--- src/rtl/att_pkg.sv ---
// ----------------------------------------------------------------------------
// att_pkg
// Shared constants, types and tables for the tilt/temperature pipeline.
// ----------------------------------------------------------------------------
`default_nettype none

package att_pkg;

  localparam int CORDIC_STAGES = 16;
  localparam int ATAN_ENTRIES  = 24;
  localparam int NUM_ITER      = (CORDIC_STAGES > ATAN_ENTRIES) ? ATAN_ENTRIES : CORDIC_STAGES;

  localparam int SQRT_CELLS = 32;
  localparam int FRONT_REGS = 3;
  localparam int NUM_PIPE   = FRONT_REGS + SQRT_CELLS + NUM_ITER;

  localparam int SQ_W   = 32;
  localparam int REM_W  = 34;
  localparam int ROOT_W = 32;
  localparam int CW     = 36;
  localparam int AW     = 24;
  localparam int SH_W   = 5;

  localparam logic signed [AW-1:0] ANGLE_90  = 24'sd2304000;
  localparam logic [15:0]          ANGLE_MAX = 16'd18000;

  // floor((10*raw + 124219) / 34), offset by 6000*34 to stay positive
  localparam int             TEMP_W      = 20;
  localparam logic [24:0]    TEMP_MUL    = 25'd31580642;
  localparam int             TEMP_SHIFT  = 30;
  localparam int             TEMP_PROD_W = 45;
  localparam logic [14:0]    TEMP_BIAS   = 15'd6000;
  localparam logic signed [20:0] TEMP_OFFSET = 21'sd328219;

  typedef struct packed {
    logic              angle_valid;
    logic signed [14:0] temp_centi;
  } side_t;

  // atan(2^-i) in units of 1/25600 degree
  function automatic logic signed [AW-1:0] atan_entry(input int i);
    logic signed [AW-1:0] v;
    case (i)
      0:       v = 24'sd1152000;
      1:       v = 24'sd680065;
      2:       v = 24'sd359328;
      3:       v = 24'sd182400;
      4:       v = 24'sd91554;
      5:       v = 24'sd45822;
      6:       v = 24'sd22916;
      7:       v = 24'sd11459;
      8:       v = 24'sd5730;
      9:       v = 24'sd2865;
      10:      v = 24'sd1432;
      11:      v = 24'sd716;
      12:      v = 24'sd358;
      13:      v = 24'sd179;
      14:      v = 24'sd90;
      15:      v = 24'sd45;
      16:      v = 24'sd22;
      17:      v = 24'sd11;
      18:      v = 24'sd6;
      19:      v = 24'sd3;
      20:      v = 24'sd1;
      21:      v = 24'sd1;
      default: v = 24'sd0;
    endcase
    return v;
  endfunction

endpackage

`default_nettype wire

--- src/rtl/att_front.sv ---
// ----------------------------------------------------------------------------
// att_front
// Input registers, axis squares and temperature scaling ahead of the cells.
// ----------------------------------------------------------------------------
`default_nettype none

module att_front (
  input  wire                        clk,
  input  wire                        en,
  input  wire signed [15:0]          accel_x,
  input  wire signed [15:0]          accel_y,
  input  wire signed [15:0]          accel_z,
  input  wire signed [15:0]          temp_raw,
  output logic [att_pkg::SQ_W-1:0]   sq,
  output logic signed [15:0]         z_out,
  output att_pkg::side_t             side_out
);

  logic signed [15:0] x0, y0, z0, raw0;

  logic [30:0]                      xsq, ysq;
  logic signed [15:0]               z1;
  logic [att_pkg::TEMP_W-1:0]       tpos;
  logic                             av1;

  logic [att_pkg::TEMP_PROD_W-1:0]  tprod;
  logic                             av2;

  logic signed [31:0] xx_full, yy_full;
  logic signed [20:0] raw_ext, tsum;
  logic [14:0]        tq;

  assign xx_full = x0 * x0;
  assign yy_full = y0 * y0;
  assign raw_ext = 21'(raw0);
  assign tsum    = raw_ext * 21'sd10 + att_pkg::TEMP_OFFSET;

  always_ff @(posedge clk) begin
    if (en) begin
      x0    <= accel_x;
      y0    <= accel_y;
      z0    <= accel_z;
      raw0  <= temp_raw;

      xsq   <= xx_full[30:0];
      ysq   <= yy_full[30:0];
      z1    <= z0;
      tpos  <= tsum[att_pkg::TEMP_W-1:0];
      av1   <= (x0 != 16'sd0) || (y0 != 16'sd0) || (z0 != 16'sd0);

      sq    <= {1'b0, xsq} + {1'b0, ysq};
      z_out <= z1;
      tprod <= att_pkg::TEMP_PROD_W'(tpos) * att_pkg::TEMP_PROD_W'(att_pkg::TEMP_MUL);
      av2   <= av1;
    end
  end

  assign tq = tprod[att_pkg::TEMP_SHIFT +: 15];
  assign side_out.angle_valid = av2;
  assign side_out.temp_centi  = tq - att_pkg::TEMP_BIAS;

endmodule

`default_nettype wire

--- config.mk ---
export PLATFORM = sky130hd
export DESIGN_NAME = att_front
export DESIGN_NICKNAME = d
export VERILOG_FILES = /design/src/rtl/att_pkg.sv /design/src/rtl/att_front.sv
export SDC_FILE = /design/constraint.sdc
export NUM_CORES = 2
export LEC_CHECK = 0
export BUFFER_PORTS_ARGS = -buffer_cell sky130_fd_sc_hd__buf_2
export CAP_MARGIN = 20
export CORE_UTILIZATION = 45
export CTS_BUF_LIST = sky130_fd_sc_hd__clkbuf_16
export DETAILED_ROUTE_END_ITERATION = 7
export RECOVER_POWER = 100
export SETUP_SLACK_MARGIN = 0.5
export SYNTH_ARGS = -nofsm -noshare
export SYNTH_HDL_FRONTEND = slang
export SYNTH_SLANG_ARGS = --single-unit
export TNS_END_PERCENT = 30
--- constraint.sdc ---
create_clock -name clk -period 6.5 [get_ports clk]
set_input_delay 0 -clock clk [delete_from_list [all_inputs] [get_ports clk]]
set_output_delay 0 -clock clk [all_outputs]
set_load 0.03 [all_outputs]
==> run_results.csv <==
group,metric,value,unit
routing,avgViaCountPerCell,4.88,
synthesis,synthXorXnorAreaFrac,4.26,%
synthesis,synth_top_family_by_area,"adder cells",
synthesis,async_flop_share,0,%
synthesis,synthMuxAreaShare,0.193,%
synthesis,synth_flop_cell,"edfxtp_1",
final_layout,syn2layout_area_growth,18.1,%
timing,rsz0062_at_grt,"true",
synthesis,synth_cell_types,78,
critical_path,crit_family,"adder cells",
synthesis,synth-simple-area-share,7.95,%
clocking,numCtsBuffers,31,
routing,wl,73.6,mm
synthesis,synthCells,3149,
synthesis,ys_seq_area_share,20.3,%
clocking,clk_latency,0.60,ns
timing,relSlewSlack,-367,%
timing,fin_skew,0.0215,ns
critical_path,cp_data_required_time,6.84,ns
routing,wire_per_inst,16.2,µm
timing,clock.fmax,162,MHz
critical_path,crit_arrival,6.52,ns
grt,grt_pass1_wl,121,mm
routing,wl_met1,30.2,mm
synthesis,yosys.area.top_type,"fa_1",
routing,wl_met3,2.24,mm
grt,antenna_found_initial,1,
grt,grt_pass1_vias,24300,
routing,drtPass1Iterations,7,
synthesis,synth_compound_area_share,6.87,%
timing,finalMaxSlewViolations,119,
synthesis,synth.yosys.warnings,0,
routing,drc,0,
timing,fin_crit_sh,95.1,%
die,die_x,273,µm
clocking,clock-sinks,224,
synthesis,yosys-top-cells-area,"fa_1 (35%), edfxtp_1 (20%), ha_1 (15%), inv_1 (9.8%), xnor2_1 (2.9%)",
place,gp_congestion,0.912,
routing,met2_length,39.0,mm
critical_path,critPathMaxStageDelay,0.52,ns
place,dp_hpwl,59.6,mm
final_layout,multi_input_area,0.0238,mm²
routing,final_antenna_net_count,0,
clocking,cts.path.max_buffers,3,
die,io_pins,130,
job,drv_cap,1,
critical_path,worst_path_max_delay_cell,"fa_1",
die,core-area,0.0728,mm²
final_layout,nets,4595,
synthesis,synth_top_area_share,34.7,%
synthesis,syn_nets,4193,
critical_path,criticalPathCategory,"reg -> reg",
grt,track_usage,20.6,%
critical_path,path_buf_inv,14,
timing,worst_pin_slew,7.00,ns
routing,num_vias,22200,
grt,grt_max_degree,119,
clocking,path_clk_slew,0.07,ns
critical_path,end_kind,"flop",
grt,grt-ovfl-total,0,
synthesis,synth_edf_count,224,
synthesis,synth-seq-cells,224,
die,die_h,273,µm
run_status,status,"finished, violations left",
timing,hold_viol,0,
clocking,cts_tree,"built",
place,port_buffers,129,
synthesis,synth_fa_ha_area_share,50.0,%
final_layout,drive_gt1_share,14.8,%
die,initial_core_util,45.5,%
synthesis,synth_area_per_cell,10.5,µm²
die,dieArea,0.0747,mm²
timing,setup_viol,0,
clocking,root_buffer,"clkbuf_16",
run_status,failed_checks,"capacitance limit, slew limit",
critical_path,critPathMostFrequentCell,"buf_4",
min_path,worstHoldPathType,"in -> reg",
timing,tns,0,ns
critical_path,path_max_fanout,6,
routing,drtIter0Drc,735,
timing,finalCriticalPeriod,6.18,ns
final_layout,seq_area,0.00673,mm²
critical_path,startpoint_type,"flop",
die,rows,99,
final_layout,fillCellCount,6547,
routing,top_layer_used,"met4",
synthesis,syn-cell-area,0.0331,mm²
clocking,htree_levels,1,
[layout make-up]
| cell class | instances | area share (%) |
|---|---|---|
| diodes | 1 | 0.00640 |
| repair buffers | 421 | 7.89 |
| clock buffers | 31 | 1.98 |
| flip-flops and latches | 224 | 17.2 |
| well taps | 959 | 3.07 |
| multi-input cells | 2009 | 60.8 |
| inverters | 864 | 8.31 |
| clock inverters | 26 | 0.723 |
[through the flow]
| stage | area [µm²] | util, % | hold WS [ns] | setup WS [ns] | instances |
|---|---|---|---|---|---|
| detailed placement | 35700 | 48.9 | 0.178 | 0.0930 | 4282 |
| global route | 39100 | 53.7 | 0.100 | 0.0902 | 4535 |
| CTS | 38500 | 52.9 | 0.0449 | 0.402 | 4494 |
| floorplan | 33300 | - | 0.0989 | 0.478 | 3149 |
| global placement | 35700 | 48.9 | 0.176 | 0.172 | 4282 |
| finish | 39100 | 53.7 | 0.104 | 0.315 | 4535 |
[placed cells by master (no fill, tap or decap), drive strengths merged, types with 20 or more instances in the layout]
master,instances
xnor2,111
and2,112
a21o,59
dlygate4sd3,64
buf,267
edfxtp,224
nor2,92
nor2b,20
nor3,29
ha,404
nand2,170
o21ai,47
clkbuf,121
fa,574
inv,874
a21oi,115
xor2,49
[worst paths after layout]
check	cells past startpoint	slack (ns)	endpoint	startpoint
setup / recovery	28	0.32	xsq[21]$_DFFE_PP_	x0[11]$_DFFE_PP_
hold / removal	2	0.10	x0[11]$_DFFE_PP_	accel_x[11]
setup reg to reg	28	0.32	xsq[21]$_DFFE_PP_	x0[11]$_DFFE_PP_
hold reg to reg	0	0.41	z_out[10]$_DFFE_PP_	z1[10]$_DFFE_PP_
[state kept, by name (all words and copies together) (netlist names)]
register / count
av1: 1
av2: 1
raw0: 16
sq: 32
tpos: 19
tprod: 15
x0: 16
xsq: 30
y0: 16
ysq: 30
z0: 16
z1: 16
z_out: 16
[cell families (layout without fill, tap and decap cells)]
group,Yosys count,after routing
muxes,6,6
buffers and inverters,916,1342
and+or+nand+nor,529,529
other,0,1
DFF,224,224
xor gates and xnor gates,160,160
adders and majority gates,978,978
AOI/OAI and AO/OA,336,336
[synth_stat cells, types with 9 or more instances]
library cell	number
nor3_1	28
nand4_1	19
a21o_1	59
xnor2_1	110
nand2b_1	18
nand3_1	12
fa_1	574
ha_1	404
and3_1	17
o21ai_0	38
inv_1	863
o21bai_1	13
xor2_1	49
a211oi_1	9
edfxtp_1	224
clkbuf_1	46
o21a_1	19
nand2_1	170
nor2b_1	20
nor2_1	92
a21oi_1	112
nor4_1	16
and2_1	111
[layer usage]
metal,vias up,GRT usage [%]
li1,10600,-
met3,109,2.11
met1,11100,24.9
met2,298,38.5
met4,0,5.87
met5,-,0
[what timing repair did]
action	4_1_cts	5_1_grt
gates cloned	1	0
setup endpoints to repair	26	36
setup buffers	90	40
hold buffers	64	0
pin swaps	93	97
hold endpoints to repair	64	0
resized for setup	116	134
Power is not shown: default switching activity piles up to over one toggle a cycle in this logic, so the estimate is an artifact.
