**src/rtl/att_pkg.sv**
```systemverilog
// ----------------------------------------------------------------------------
// att_pkg
// Shared constants, types and tables for the tilt/temperature pipeline.
// ----------------------------------------------------------------------------
`default_nettype none

package att_pkg;

  localparam int CORDIC_STAGES = 16;
  localparam int ATAN_ENTRIES  = 24;
  localparam int NUM_ITER      = (CORDIC_STAGES > ATAN_ENTRIES) ? ATAN_ENTRIES : CORDIC_STAGES;

  localparam int SQRT_CELLS = 32;
  localparam int FRONT_REGS = 3;
  localparam int NUM_PIPE   = FRONT_REGS + SQRT_CELLS + NUM_ITER;

  localparam int SQ_W   = 32;
  localparam int REM_W  = 34;
  localparam int ROOT_W = 32;
  localparam int CW     = 36;
  localparam int AW     = 24;
  localparam int SH_W   = 5;

  localparam logic signed [AW-1:0] ANGLE_90  = 24'sd2304000;
  localparam logic [15:0]          ANGLE_MAX = 16'd18000;

  // floor((10*raw + 124219) / 34), offset by 6000*34 to stay positive
  localparam int             TEMP_W      = 20;
  localparam logic [24:0]    TEMP_MUL    = 25'd31580642;
  localparam int             TEMP_SHIFT  = 30;
  localparam int             TEMP_PROD_W = 45;
  localparam logic [14:0]    TEMP_BIAS   = 15'd6000;
  localparam logic signed [20:0] TEMP_OFFSET = 21'sd328219;

  typedef struct packed {
    logic              angle_valid;
    logic signed [14:0] temp_centi;
  } side_t;

  // atan(2^-i) in units of 1/25600 degree
  function automatic logic signed [AW-1:0] atan_entry(input int i);
    logic signed [AW-1:0] v;
    case (i)
      0:       v = 24'sd1152000;
      1:       v = 24'sd680065;
      2:       v = 24'sd359328;
      3:       v = 24'sd182400;
      4:       v = 24'sd91554;
      5:       v = 24'sd45822;
      6:       v = 24'sd22916;
      7:       v = 24'sd11459;
      8:       v = 24'sd5730;
      9:       v = 24'sd2865;
      10:      v = 24'sd1432;
      11:      v = 24'sd716;
      12:      v = 24'sd358;
      13:      v = 24'sd179;
      14:      v = 24'sd90;
      15:      v = 24'sd45;
      16:      v = 24'sd22;
      17:      v = 24'sd11;
      18:      v = 24'sd6;
      19:      v = 24'sd3;
      20:      v = 24'sd1;
      21:      v = 24'sd1;
      default: v = 24'sd0;
    endcase
    return v;
  endfunction

endpackage

`default_nettype wire

```
**src/rtl/att_sqrt_cell.sv**
```systemverilog
// ----------------------------------------------------------------------------
// att_sqrt_cell
// One root bit of the pipelined square root (two radicand bits per cell).
// ----------------------------------------------------------------------------
`default_nettype none

module att_sqrt_cell (
  input  wire                          clk,
  input  wire                          en,
  input  wire [att_pkg::REM_W-1:0]     rem_in,
  input  wire [att_pkg::ROOT_W-1:0]    root_in,
  input  wire [att_pkg::SQ_W-1:0]      sq_in,
  input  wire signed [15:0]            z_in,
  input  att_pkg::side_t               side_in,
  output logic [att_pkg::REM_W-1:0]    rem_out,
  output logic [att_pkg::ROOT_W-1:0]   root_out,
  output logic [att_pkg::SQ_W-1:0]     sq_out,
  output logic signed [15:0]           z_out,
  output att_pkg::side_t               side_out
);

  logic [att_pkg::REM_W+1:0] cur, trial, diff;
  logic                      ge;

  assign cur   = {rem_in, sq_in[att_pkg::SQ_W-1 -: 2]};
  assign trial = {2'b00, root_in, 2'b01};
  assign ge    = (cur >= trial);
  assign diff  = cur - trial;

  always_ff @(posedge clk) begin
    if (en) begin
      rem_out  <= ge ? diff[att_pkg::REM_W-1:0] : cur[att_pkg::REM_W-1:0];
      root_out <= {root_in[att_pkg::ROOT_W-2:0], ge};
      sq_out   <= {sq_in[att_pkg::SQ_W-3:0], 2'b00};
      z_out    <= z_in;
      side_out <= side_in;
    end
  end

endmodule

`default_nettype wire

```
**config.mk**
```make
export PLATFORM = sky130hd
export DESIGN_NAME = att_sqrt_cell
export DESIGN_NICKNAME = d
export VERILOG_FILES = /design/src/rtl/att_pkg.sv /design/src/rtl/att_sqrt_cell.sv
export SDC_FILE = /design/constraint.sdc
export NUM_CORES = 1
export LEC_CHECK = 0
export ABC_CLOCK_PERIOD_IN_PS = 3340
export BUFFER_PORTS_ARGS = -buffer_cell sky130_fd_sc_hd__clkbuf_2
export CORE_MARGIN = 5
export CORE_UTILIZATION = 30
export DETAILED_ROUTE_END_ITERATION = 10
export GPL_ROUTABILITY_DRIVEN = 0
export HOLD_SLACK_MARGIN = 0.03
export SETUP_SLACK_MARGIN = 0.3
export SYNTH_ARGS = -nofsm -noshare
export SYNTH_HDL_FRONTEND = slang
export SYNTH_SLANG_ARGS = --single-unit
```
**constraint.sdc**
```tcl
create_clock -name clk -period 3.34 [get_ports clk]
set_clock_uncertainty 0.2 [all_clocks]
set_input_delay 0.334 -clock clk [delete_from_list [all_inputs] [get_ports clk]]
set_output_delay 0.334 -clock clk [all_outputs]
set_load 0.01 [all_outputs]
```
==> metrics, run 1 <==
status complete, no violations; number of nets with antenna violations after detailed routing 0; hold crit path type input pin to register; post-synth cell types 62; total wire length after detailed routing approximately 19000 µm; max_cap viols 0; maximum number of pins on one net before global-route repair 63; worst vdd rail ir drop about 0.31 mV; GRT Max-Usage Layer met2; antenna violations before repair 0; Layout Cell Area excl Fill 0.009823 mm²; total of fill cells in the finished design between 1.5k and 2k; via count of the first global-routing pass between 5k and 6k; antenna diode count 0; Final Cycle Share around nine tenths; final total negative setup slack 0 ns; PD cells between 400 and 500 mW/mm²; number of placed cells counting well taps 1040; Global Route met1 Usage between 10% and 20%; required time of the critical path between 3 and 4 ns; worst endpoint data arrival time around 2.9 ns; portion of synthesized cell area occupied by the leading cell type about three fifths; cell count after synthesis approximately 500; Hold Path Stages 3; Slew @ Worst Pin slightly above 0.6 ns; area occupied by multi-input gates ~0.0023 mm²; Compound-Gate Fraction of Synth Area around 15%; area inside the core boundary 0.02089 mm²; initial core utilization a little under a third; dominant combinational cell family by area after synthesis compound AO/OA/AOI/OAI gates; share of cell area taken by muxes after synthesis less than 1%; list of most frequent post-synthesis cells sky130_fd_sc_hd__edfxtp_1 (128), sky130_fd_sc_hd__nand2_1 (58), sky130_fd_sc_hd__inv_1 (42); Chip Width 155.1 µm; xor/xnor cell area share of the yosys netlist between 3 and 4%; share of layout cells above drive strength 1 between 30% and 40%; post-synth top area cell sky130_fd_sc_hd__edfxtp_1; # port buffers roughly 260; area used by sequential logic in the layout roughly 0.0038 mm²; post-DP HPWL 14040 µm; clk root buf sky130_fd_sc_hd__clkbuf_16; FP Rows 53; DRC violation total after the first TritonRoute iteration ~220; launching element type of the critical path input pin; Post-synth EDFFs approximately 130; unrepaired setup endpoints after global routing true; post-placement cell area around 0.0080 mm²; final net count 1072; number of H-tree levels 4; PnR Total Power 4847 µW; mean area per synthesized cell between 10 and 15 µm²; sequential fraction of the synthesis area between 60% and 70%; first-pass GRT wire length ~29000 µm; routing usage on met3 under 10%; kind of end point of the critical path register; main area contributors after synthesis sky130_fd_sc_hd__edfxtp_1 (61%), sky130_fd_sc_hd__ha_1 (6.7%), sky130_fd_sc_hd__nand2_1 (3.4%), sky130_fd_sc_hd__o21ai_0 (3.2%), sky130_fd_sc_hd__inv_1 (2.5%); Layout area overhead 55.56%; drt pass-1 iters 5; setup violators final 0; remaining routing DRC violations 0; share of async-settable or async-resettable flops after synthesis 0%; GR Overflow Total 0; Max transition margin 58.68%; post-synthesis simple-gate area fraction approximately 9%; num ports 262; reported leakage power between 0.004 and 0.005 µW; max-slew violation count 0; Vias 5404; total clock buffers created by CTS 17; Max Fanout on Critical Path 6; Yosys warning count 0; final hold viol count 0; clock sinks about 130; prevailing post-synth register cell sky130_fd_sc_hd__edfxtp_1; global router's overall resource usage 15.42%; maximum clock frequency ~340 MHz; final std cells w/o fill 1194; number of flip-flops and latches in the synthesized netlist ~130; Routed wire per std cell 15.90 µm; final critical delay including setup and external delays 2.941 ns; clock tree from TritonCTS built; arithmetic-cell share of the synthesized area counting full adders, half adders and majority gates just under 7%; WS Path Type input pin to register; die outline height between 150 and 200 µm; Die Area around 0.024 mm²; cell area after synthesis about 0.0063 mm²; met2 track utilization from global routing 26.78%; most instantiated library cell after synthesis sky130_fd_sc_hd__edfxtp_1; via/cell ratio around 4.5; Longest Clk Path Bufs 2; clock transition at the registers of the reported paths 0.06 ns
-- worst paths after layout --
check,startpoint,to,slack (ns)
worst max-delay path,root_in[18],rem_out[27]$_DFFE_PP_,0.40
worst min-delay path,rem_in[18],rem_out[20]$_DFFE_PP_,0.06
-- per-layer routing --
layer  wire length [µm]  up-vias
met4                335        0
met3               1487       19
met1               7793     2517
met2               9363      192
li1                   -     2676
met5                  0        -
-- registers in the layout, summed over array words and instances, names as in the netlist --
signal	flops
side_out	16
rem_out	34
root_out	32
sq_out	30
z_out	16
-- repair_timing --
item	CTS	global route
hold endpoints to repair	121	0
hold buffers	121	0
buffers inserted	0	1
endpoints found under the setup margin	0	34
gates resized for setup	0	9
-- placed cells by master (no fill, tap or decap), types with 3 or more instances in the layout --
cell / n
sky130_fd_sc_hd__o21ai_0: 41
sky130_fd_sc_hd__nand2b_1: 5
sky130_fd_sc_hd__nand4_1: 6
sky130_fd_sc_hd__nand3_1: 5
sky130_fd_sc_hd__clkbuf_2: 258
sky130_fd_sc_hd__xnor2_1: 14
sky130_fd_sc_hd__o31ai_1: 4
sky130_fd_sc_hd__clkinv_4: 3
sky130_fd_sc_hd__mux2i_1: 4
sky130_fd_sc_hd__and2_1: 3
sky130_fd_sc_hd__clkbuf_16: 17
sky130_fd_sc_hd__a21oi_1: 27
sky130_fd_sc_hd__o41ai_2: 3
sky130_fd_sc_hd__a21o_1: 19
sky130_fd_sc_hd__a31oi_1: 4
sky130_fd_sc_hd__nor3_1: 10
sky130_fd_sc_hd__clkinvlp_4: 3
sky130_fd_sc_hd__buf_4: 13
sky130_fd_sc_hd__dlygate4sd3_1: 121
sky130_fd_sc_hd__edfxtp_1: 128
sky130_fd_sc_hd__o21ai_1: 4
sky130_fd_sc_hd__inv_6: 5
sky130_fd_sc_hd__nor2_1: 17
sky130_fd_sc_hd__inv_1: 42
sky130_fd_sc_hd__nand2_1: 58
sky130_fd_sc_hd__ha_1: 32
sky130_fd_sc_hd__xor2_1: 13
-- worst max-delay path, cell delays in order --
cell and delay (ns):
sky130_fd_sc_hd__dlygate4sd3_1 0.54, sky130_fd_sc_hd__clkbuf_2 0.13, sky130_fd_sc_hd__inv_1 0.04, sky130_fd_sc_hd__ha_2 0.38, sky130_fd_sc_hd__and3_4 0.24, sky130_fd_sc_hd__o21ai_0 0.10, sky130_fd_sc_hd__a31oi_1 0.20, sky130_fd_sc_hd__o21ai_0 0.10
sky130_fd_sc_hd__a21bo_2 0.26, sky130_fd_sc_hd__mux2i_1 0.19, sky130_fd_sc_hd__o221ai_1 0.13, sky130_fd_sc_hd__mux2_4 0.27
-- power by group --
group | switching [µW] | internal (µW)
Sequential | 45.9 | 1970
Combinational | 529 | 465
Clock | 791 | 1050
-- metrics by stage --
stage          hold WS, ns  setup slack [ns]  util [%]
2_1_floorplan       0.2329            0.5633         -
5_1_grt            0.03472            0.2845     47.03
3_5_place_dp        0.3126            0.1481     38.25
6_report           0.05650            0.3988     47.03
3_3_place_gp        0.3107            0.1411     38.25
4_1_cts            0.03695            0.3017     46.79
-- cells by family (layout without fill, tap and decap cells) --
group / count (synthesis) / in the layout
and+or+nand+nor: 120 / 120
AOI/OAI and AO/OA: 133 / 133
buffers and inverters: 59 / 470
muxes: 5 / 5
xor gates and xnor gates: 27 / 27
adders and majority gates: 34 / 34
other: 1 / 2
DFF: 128 / 128
-- area by class of cell --
class / count / area share [%]
sequential: 128 / 39.13
timing repair buffer: 395 / 26.90
multi-input combinational: 321 / 22.97
clock buffer: 18 / 4.369
tap: 275 / 3.503
inverter: 43 / 1.656
clock inverter: 14 / 1.478
(Power assumes the default switching activity.)
==> run 2, diff against run 1 <==
--- a/config.mk
+++ b/config.mk
@@ -12,7 +12,9 @@
 export DETAILED_ROUTE_END_ITERATION = 10
 export GPL_ROUTABILITY_DRIVEN = 0
 export HOLD_SLACK_MARGIN = 0.03
+export RECOVER_POWER = 25
 export SETUP_SLACK_MARGIN = 0.3
+export SLEW_MARGIN = 25
 export SYNTH_ARGS = -nofsm -noshare
 export SYNTH_HDL_FRONTEND = slang
 export SYNTH_SLANG_ARGS = --single-unit
==> run 2 against run 1 <==
Largest cell class unchanged. Routed wire length hardly changed. Worst setup slack improved by 0.011 ns. Hold slack worse by 0.0051 ns. The flow now finishes with violations (capacitance limit, slew limit). Clock power about the same. Utilization decreased by 0.10 points.
==> metrics, run 2 (synthesized netlist as in run 1, its figures left out) <==
max_cap viols 1; status finished, violations left; Vias between 5k and 6k; num ports 262; Chip Width 155.1 µm; most common cell after layout, fill and taps aside sky130_fd_sc_hd__clkbuf_2; via count of the first global-routing pass 5432; final total negative setup slack 0 ns; number of nets with antenna violations after detailed routing 0; WS Path Type input pin to register; via/cell ratio roughly 4.5; unrepaired setup endpoints after global routing true; first-pass GRT wire length around 29000 µm; hold path endpoint rem_out[20]$_DFFE_PP_; reported leakage power around 0.0043 µW; launching element type of the critical path input pin; remaining routing DRC violations 0; top register by number of flip-flops rem_out; Slew @ Worst Pin 1.674 ns; final hold viol count 0; CP cell instances dlygate4sd3_1 > clkbuf_2 > inv_1 > ha_2 > and3_4 > o21ai_0 > a31oi_1 > o21ai_0 > a21bo_2 > mux2i_1 > o221ai_1 > mux2_4; final net count around 1.1k; commonest cells after routing, fill and taps aside sky130_fd_sc_hd__clkbuf_2 (247), sky130_fd_sc_hd__edfxtp_1 (128), sky130_fd_sc_hd__dlygate4sd3_1 (121); worst stage delay on the critical path ~0.54 ns; maximum clock frequency approximately 340 MHz; clk root buf sky130_fd_sc_hd__clkbuf_16; GR Overflow Total 0; number of placed cells counting well taps 1040; setup violators final 0; registers with the highest flip-flop counts rem_out: 34 flops, root_out: 32 flops, sq_out: 30 flops; number of H-tree levels 4; antenna violations before repair 0; worst endpoint data arrival time approximately 2.9 ns; final critical delay including setup and external delays a little under 3 ns; clock sinks around 130; PD cells 494.7 mW/mm²; beginning of the worst hold path rem_in[18]; area inside the core boundary 0.02089 mm²; final hold slack just over 0.05 ns; Final Cycle Share between 80% and 90%; post-DP HPWL between 10000 and 15000 µm; area used by sequential logic in the layout between 0.003 and 0.004 mm²; clock tree from TritonCTS built; max-slew violation count 62; FP Rows 53; Layout Cell Area excl Fill slightly below 0.01 mm²; antenna diode count 0; Longest Clk Path Bufs 2; violations in the final reports capacitance limit, slew limit; Max transition margin -11.57%; start point of the critical path root_in[18]; die outline height about 160 µm; worst vdd rail ir drop about 0.31 mV; # port buffers ~260; final std cells w/o fill roughly 1.2k; DRC violation total after the first TritonRoute iteration approximately 220; kind of end point of the critical path register; initial core utilization 30.23%; Critical Path Most Common Cell sky130_fd_sc_hd__o21ai_0; total of fill cells in the finished design roughly 1.9k; global router's overall resource usage about 15%; post-layout utilization of the core 46.92%; slowest CP cell sky130_fd_sc_hd__dlygate4sd3_1; required time of the critical path between 3 and 4 ns; drt pass-1 iters 5; Hold Path Stages 3; hold crit path type input pin to register; Routed wire per std cell about 16 µm; clock transition at the registers of the reported paths ~0.06 ns; area occupied by multi-input gates around 0.0023 mm²; post-placement cell area around 0.008 mm²; total wire length after detailed routing about 19000 µm; max reg flops 34; maximum number of pins on one net before global-route repair 63; Die Area between 0.02 and 0.025 mm²; Layout area overhead 55.22%; total clock buffers created by CTS 17; Max Fanout on Critical Path 6; share of layout cells above drive strength 1 a little over a third
## run 2: what timing repair did
item	in CTS	in global routing
endpoints found under the setup margin	0	34
hold buffers	121	0
endpoints found under the hold margin	121	0
setup buffers	0	1
gates resized for setup	0	9
## run 2: per-layer routing
layer  vias to the layer above  wire length, µm  GRT usage, %
met1                      2534             7753         17.97
met5                         -                0             0
li1                       2677                -             -
met2                       194             9388         26.78
met3                        19             1499         4.784
met4                         0              355         5.551
## run 2: worst max-delay path, delay by kind of cell
kind,cells,cell delay (ns)
AND/OR/NAND/NOR,1,0.24
adder cells (fa/ha/maj),1,0.38
AO/OA/AOI/OAI,5,0.77
multiplexers,2,0.47
buffers and inverters,3,0.71
## run 2: final cells by class
class,count,area share [%]
Sequential cell,128,39.21
Timing Repair Buffer,395,26.74
Multi-Input combinational cell,321,23.02
Clock buffer,18,4.378
Tap cell,275,3.510
Inverter,43,1.659
Clock inverter,14,1.481
## run 2: how the worst max path moves through the flow
stage                            endpoint  slack, ns  cells after the start
floorplan           rem_out[27]$_DFFE_PP_       0.56                     10
global placement    rem_out[26]$_DFFE_PP_       0.14                     11
detailed placement  rem_out[26]$_DFFE_PP_       0.15                     11
CTS                 rem_out[11]$_DFFE_PP_       0.30                     12
global route        rem_out[27]$_DFFE_PP_       0.28                     12
finish              rem_out[27]$_DFFE_PP_       0.41                     12
## run 2: power breakdown
| part | internal, µW | switching (µW) |
|---|---|---|
| combinational | 462 | 530 |
| clock | 1050 | 793 |
| sequential | 1970 | 46.0 |
## run 2: metrics by stage
| step | total power (µW) | setup slack (ns) |
|---|---|---|
| after CTS | 4906 | 0.3017 |
| final | 4849 | 0.4101 |
| after floorplan | 2526 | 0.5633 |
| after global routing | 5100 | 0.2845 |
| after global placement | 2923 | 0.1411 |
| after detailed placement | 2931 | 0.1481 |
==> run 3, diff against run 2 <==
--- a/config.mk
+++ b/config.mk
@@ -5,7 +5,7 @@
 export SDC_FILE = /design/constraint.sdc
 export NUM_CORES = 1
 export LEC_CHECK = 0
-export ABC_CLOCK_PERIOD_IN_PS = 3340
+export ABC_CLOCK_PERIOD_IN_PS = 2840
 export BUFFER_PORTS_ARGS = -buffer_cell sky130_fd_sc_hd__clkbuf_2
 export CORE_MARGIN = 5
 export CORE_UTILIZATION = 30
@@ -14,7 +14,7 @@
 export HOLD_SLACK_MARGIN = 0.03
 export RECOVER_POWER = 25
 export SETUP_SLACK_MARGIN = 0.3
-export SLEW_MARGIN = 25
+export SLEW_MARGIN = 20
 export SYNTH_ARGS = -nofsm -noshare
 export SYNTH_HDL_FRONTEND = slang
 export SYNTH_SLANG_ARGS = --single-unit
==> constraint.sdc (replaced) <==
create_clock -name clk -period 2.84 [get_ports clk]
set_clock_uncertainty 0.2 [all_clocks]
set_input_delay 0.284 -clock clk [delete_from_list [all_inputs] [get_ports clk]]
set_output_delay 0.284 -clock clk [all_outputs]
set_load 0.01 [all_outputs]
==> run 3 against run 2 <==
The run now ends clean. Largest cell class unchanged. Critical path type unchanged. Global-route usage grew 0.43 points. Sequential power grew 18%. Sequential share of layout area fell by 3.0 points. Combinational power is 37% higher. Count of clock-buffer cells in the layout decreased by 1. Die area stayed put. Cell count increased by 5.1%. Clock power increased by 20%. Utilization up 3.9 points. Cell area increased by 8.2%. Routed wire length rose by 5.3%.
==> metrics, run 3 (synthesized netlist as in run 1, its figures left out) <==
status complete, no violations; final hold viol count 0; post-layout utilization of the core 50.78%; worst slack at placement -0.2280 ns; Routed wire per std cell about 16 µm; unrepaired setup endpoints after global routing false; WS Path Type input pin to register; Final Cycle Share 87.58%; number of nets with antenna violations after detailed routing 0; num ports 262; clock tree from TritonCTS built; drt pass-1 iters 4; number of placed cells counting well taps roughly 1.1k; initial core utilization a little under a third; number of H-tree levels 4; registers with the highest flip-flop counts rem_out: 34 flops, root_out: 32 flops, sq_out: 30 flops; first-pass GRT wire length 30090 µm; launching element type of the critical path input pin; Vias 5669; final critical delay including setup and external delays approximately 2.5 ns; maximum clock frequency 402.0 MHz; clock sinks 128; Die Area roughly 0.024 mm²; worst stage delay on the critical path 0.29 ns; most common cell after layout, fill and taps aside sky130_fd_sc_hd__clkbuf_2; remaining routing DRC violations 0; antenna violations before repair 0; setup violators final 0; crit path buf inv count 3; max reg flops 34; kind of end point of the critical path register; Chip Width 155.1 µm; hold crit path type input pin to register; PD cells 560.1 mW/mm²; total wire length after detailed routing ~20000 µm; # port buffers about 260; global router's overall resource usage approximately 16%; final hold slack around 0.1 ns; final net count approximately 1.1k; Longest Clk Path Bufs 2; area inside the core boundary about 0.021 mm²; kind of cell adding the most delay to the critical path compound AO/OA/AOI/OAI gates; GR Overflow Total 0; worst endpoint data arrival time roughly 2.5 ns; post-placement cell area around 0.0085 mm²; share of layout cells above drive strength 1 42.45%; CP cell instances clkbuf_1 > inv_2 > ha_4 > nor2b_4 > o31a_1 > buf_4 > o21a_1 > a311oi_2 > o21ai_2 > a31oi_4 > mux2i_1 > a31o_1; final std cells w/o fill around 1.3k; commonest cells after routing, fill and taps aside sky130_fd_sc_hd__clkbuf_2 (250), sky130_fd_sc_hd__edfxtp_1 (128), sky130_fd_sc_hd__dlygate4sd3_1 (124); Layout Cell Area excl Fill roughly 0.011 mm²; clock transition at the registers of the reported paths about 0.06 ns; maximum number of pins on one net before global-route repair 59; die outline height 155.1 µm; max-slew violation count 0; FP Rows 53; Layout area overhead 67.98%; Max transition margin roughly 4.2%; final setup margin between 0.3 and 0.4 ns; via count of the first global-routing pass roughly 5.7k; via/cell ratio ~4.5; Slew @ Worst Pin about 1.4 ns; Max Fanout on Critical Path 3; DRC violation total after the first TritonRoute iteration 235; required time of the critical path between 2 and 3 ns; max_cap viols 0; post-DP HPWL between 10000 and 15000 µm; clk root buf sky130_fd_sc_hd__clkbuf_16; slowest CP cell sky130_fd_sc_hd__a311oi_2; antenna diode count 0; total clock buffers created by CTS 17; reported leakage power ~0.0047 µW; worst vdd rail ir drop 0.3676 mV; top register by number of flip-flops rem_out
[run 3: changes by cell type in the layout (fill, tap and decap cells not counted), moves of 3 or more]
| cell | previous run | this run |
|---|---|---|
| sky130_fd_sc_hd__a21oi_2 | 1 | 7 |
| sky130_fd_sc_hd__dlygate4sd3_1 | 121 | 124 |
| sky130_fd_sc_hd__a21oi_1 | 27 | 21 |
| sky130_fd_sc_hd__o21ai_0 | 41 | 37 |
| sky130_fd_sc_hd__buf_4 | 13 | 71 |
| sky130_fd_sc_hd__o21ai_1 | 4 | 8 |
| sky130_fd_sc_hd__clkbuf_1 | 13 | 6 |
| sky130_fd_sc_hd__ha_4 | 1 | 10 |
| sky130_fd_sc_hd__ha_1 | 32 | 22 |
| sky130_fd_sc_hd__inv_1 | 42 | 38 |
| sky130_fd_sc_hd__clkinv_4 | 3 | 7 |
| sky130_fd_sc_hd__clkbuf_2 | 247 | 250 |
| sky130_fd_sc_hd__inv_6 | 5 | 1 |
[run 3: per-layer routing]
metal	vias to the layer above	track usage, %	share of wire (%)
met5	-	0	0
met4	0	4.920	1.7
met3	23	4.645	7.5
met2	188	27.75	50
met1	2664	18.78	41
li1	2794	-	-
[run 3: report_power, final]
group | internal [µW] | leakage (µW) | switching [µW]
logic | 678 | 0.00316 | 681
registers | 2310 | 0.00125 | 54.2
clock network | 1310 | 0.000287 | 907
total | 4300 | 0.00470 | 1640
[run 3: stage by stage]
step | setup TNS (ns) | total power (µW)
after floorplan | 0 | 2995
after global placement | -6.296 | 3554
after detailed placement | -6.285 | 3571
after CTS | 0 | 5958
after global routing | 0 | 6240
final | 0 | 5942
[run 3: layout make-up]
| class | count | area (µm²) |
|---|---|---|
| Clock buffer | 17 | 425.4 |
| Sequential cell | 128 | 3844 |
| Multi-Input combinational cell | 321 | 2486 |
| Timing Repair Buffer | 457 | 3156 |
| Inverter | 43 | 191.4 |
| Clock inverter | 14 | 161.4 |
| Tap cell | 275 | 344.1 |
| Fill cell | 1866 | 10280 |
[run 3: path summary, 6_finish.rpt]
check / start / end / slack (ns) / depth (start not counted)
worst max-delay path: root_in[0] / rem_out[26]$_DFFE_PP_ / 0.35 / 12
worst min-delay path: rem_in[24] / rem_out[26]$_DFFE_PP_ / 0.10 / 3
[run 3: tightest hold or removal path, delay by kind of cell]
kind            cells  cell delay, ns
compound gates      1            0.09
buf+inv             1            0.10
simple gates        1            0.14
[run 3: timing repair]
action,in CTS,in global routing
buffers inserted,0,8
gates cloned,0,1
pin swaps,1,18
hold buffers,124,0
resized for setup,2,43
endpoints found under the hold margin,124,0
setup endpoints to repair,33,34
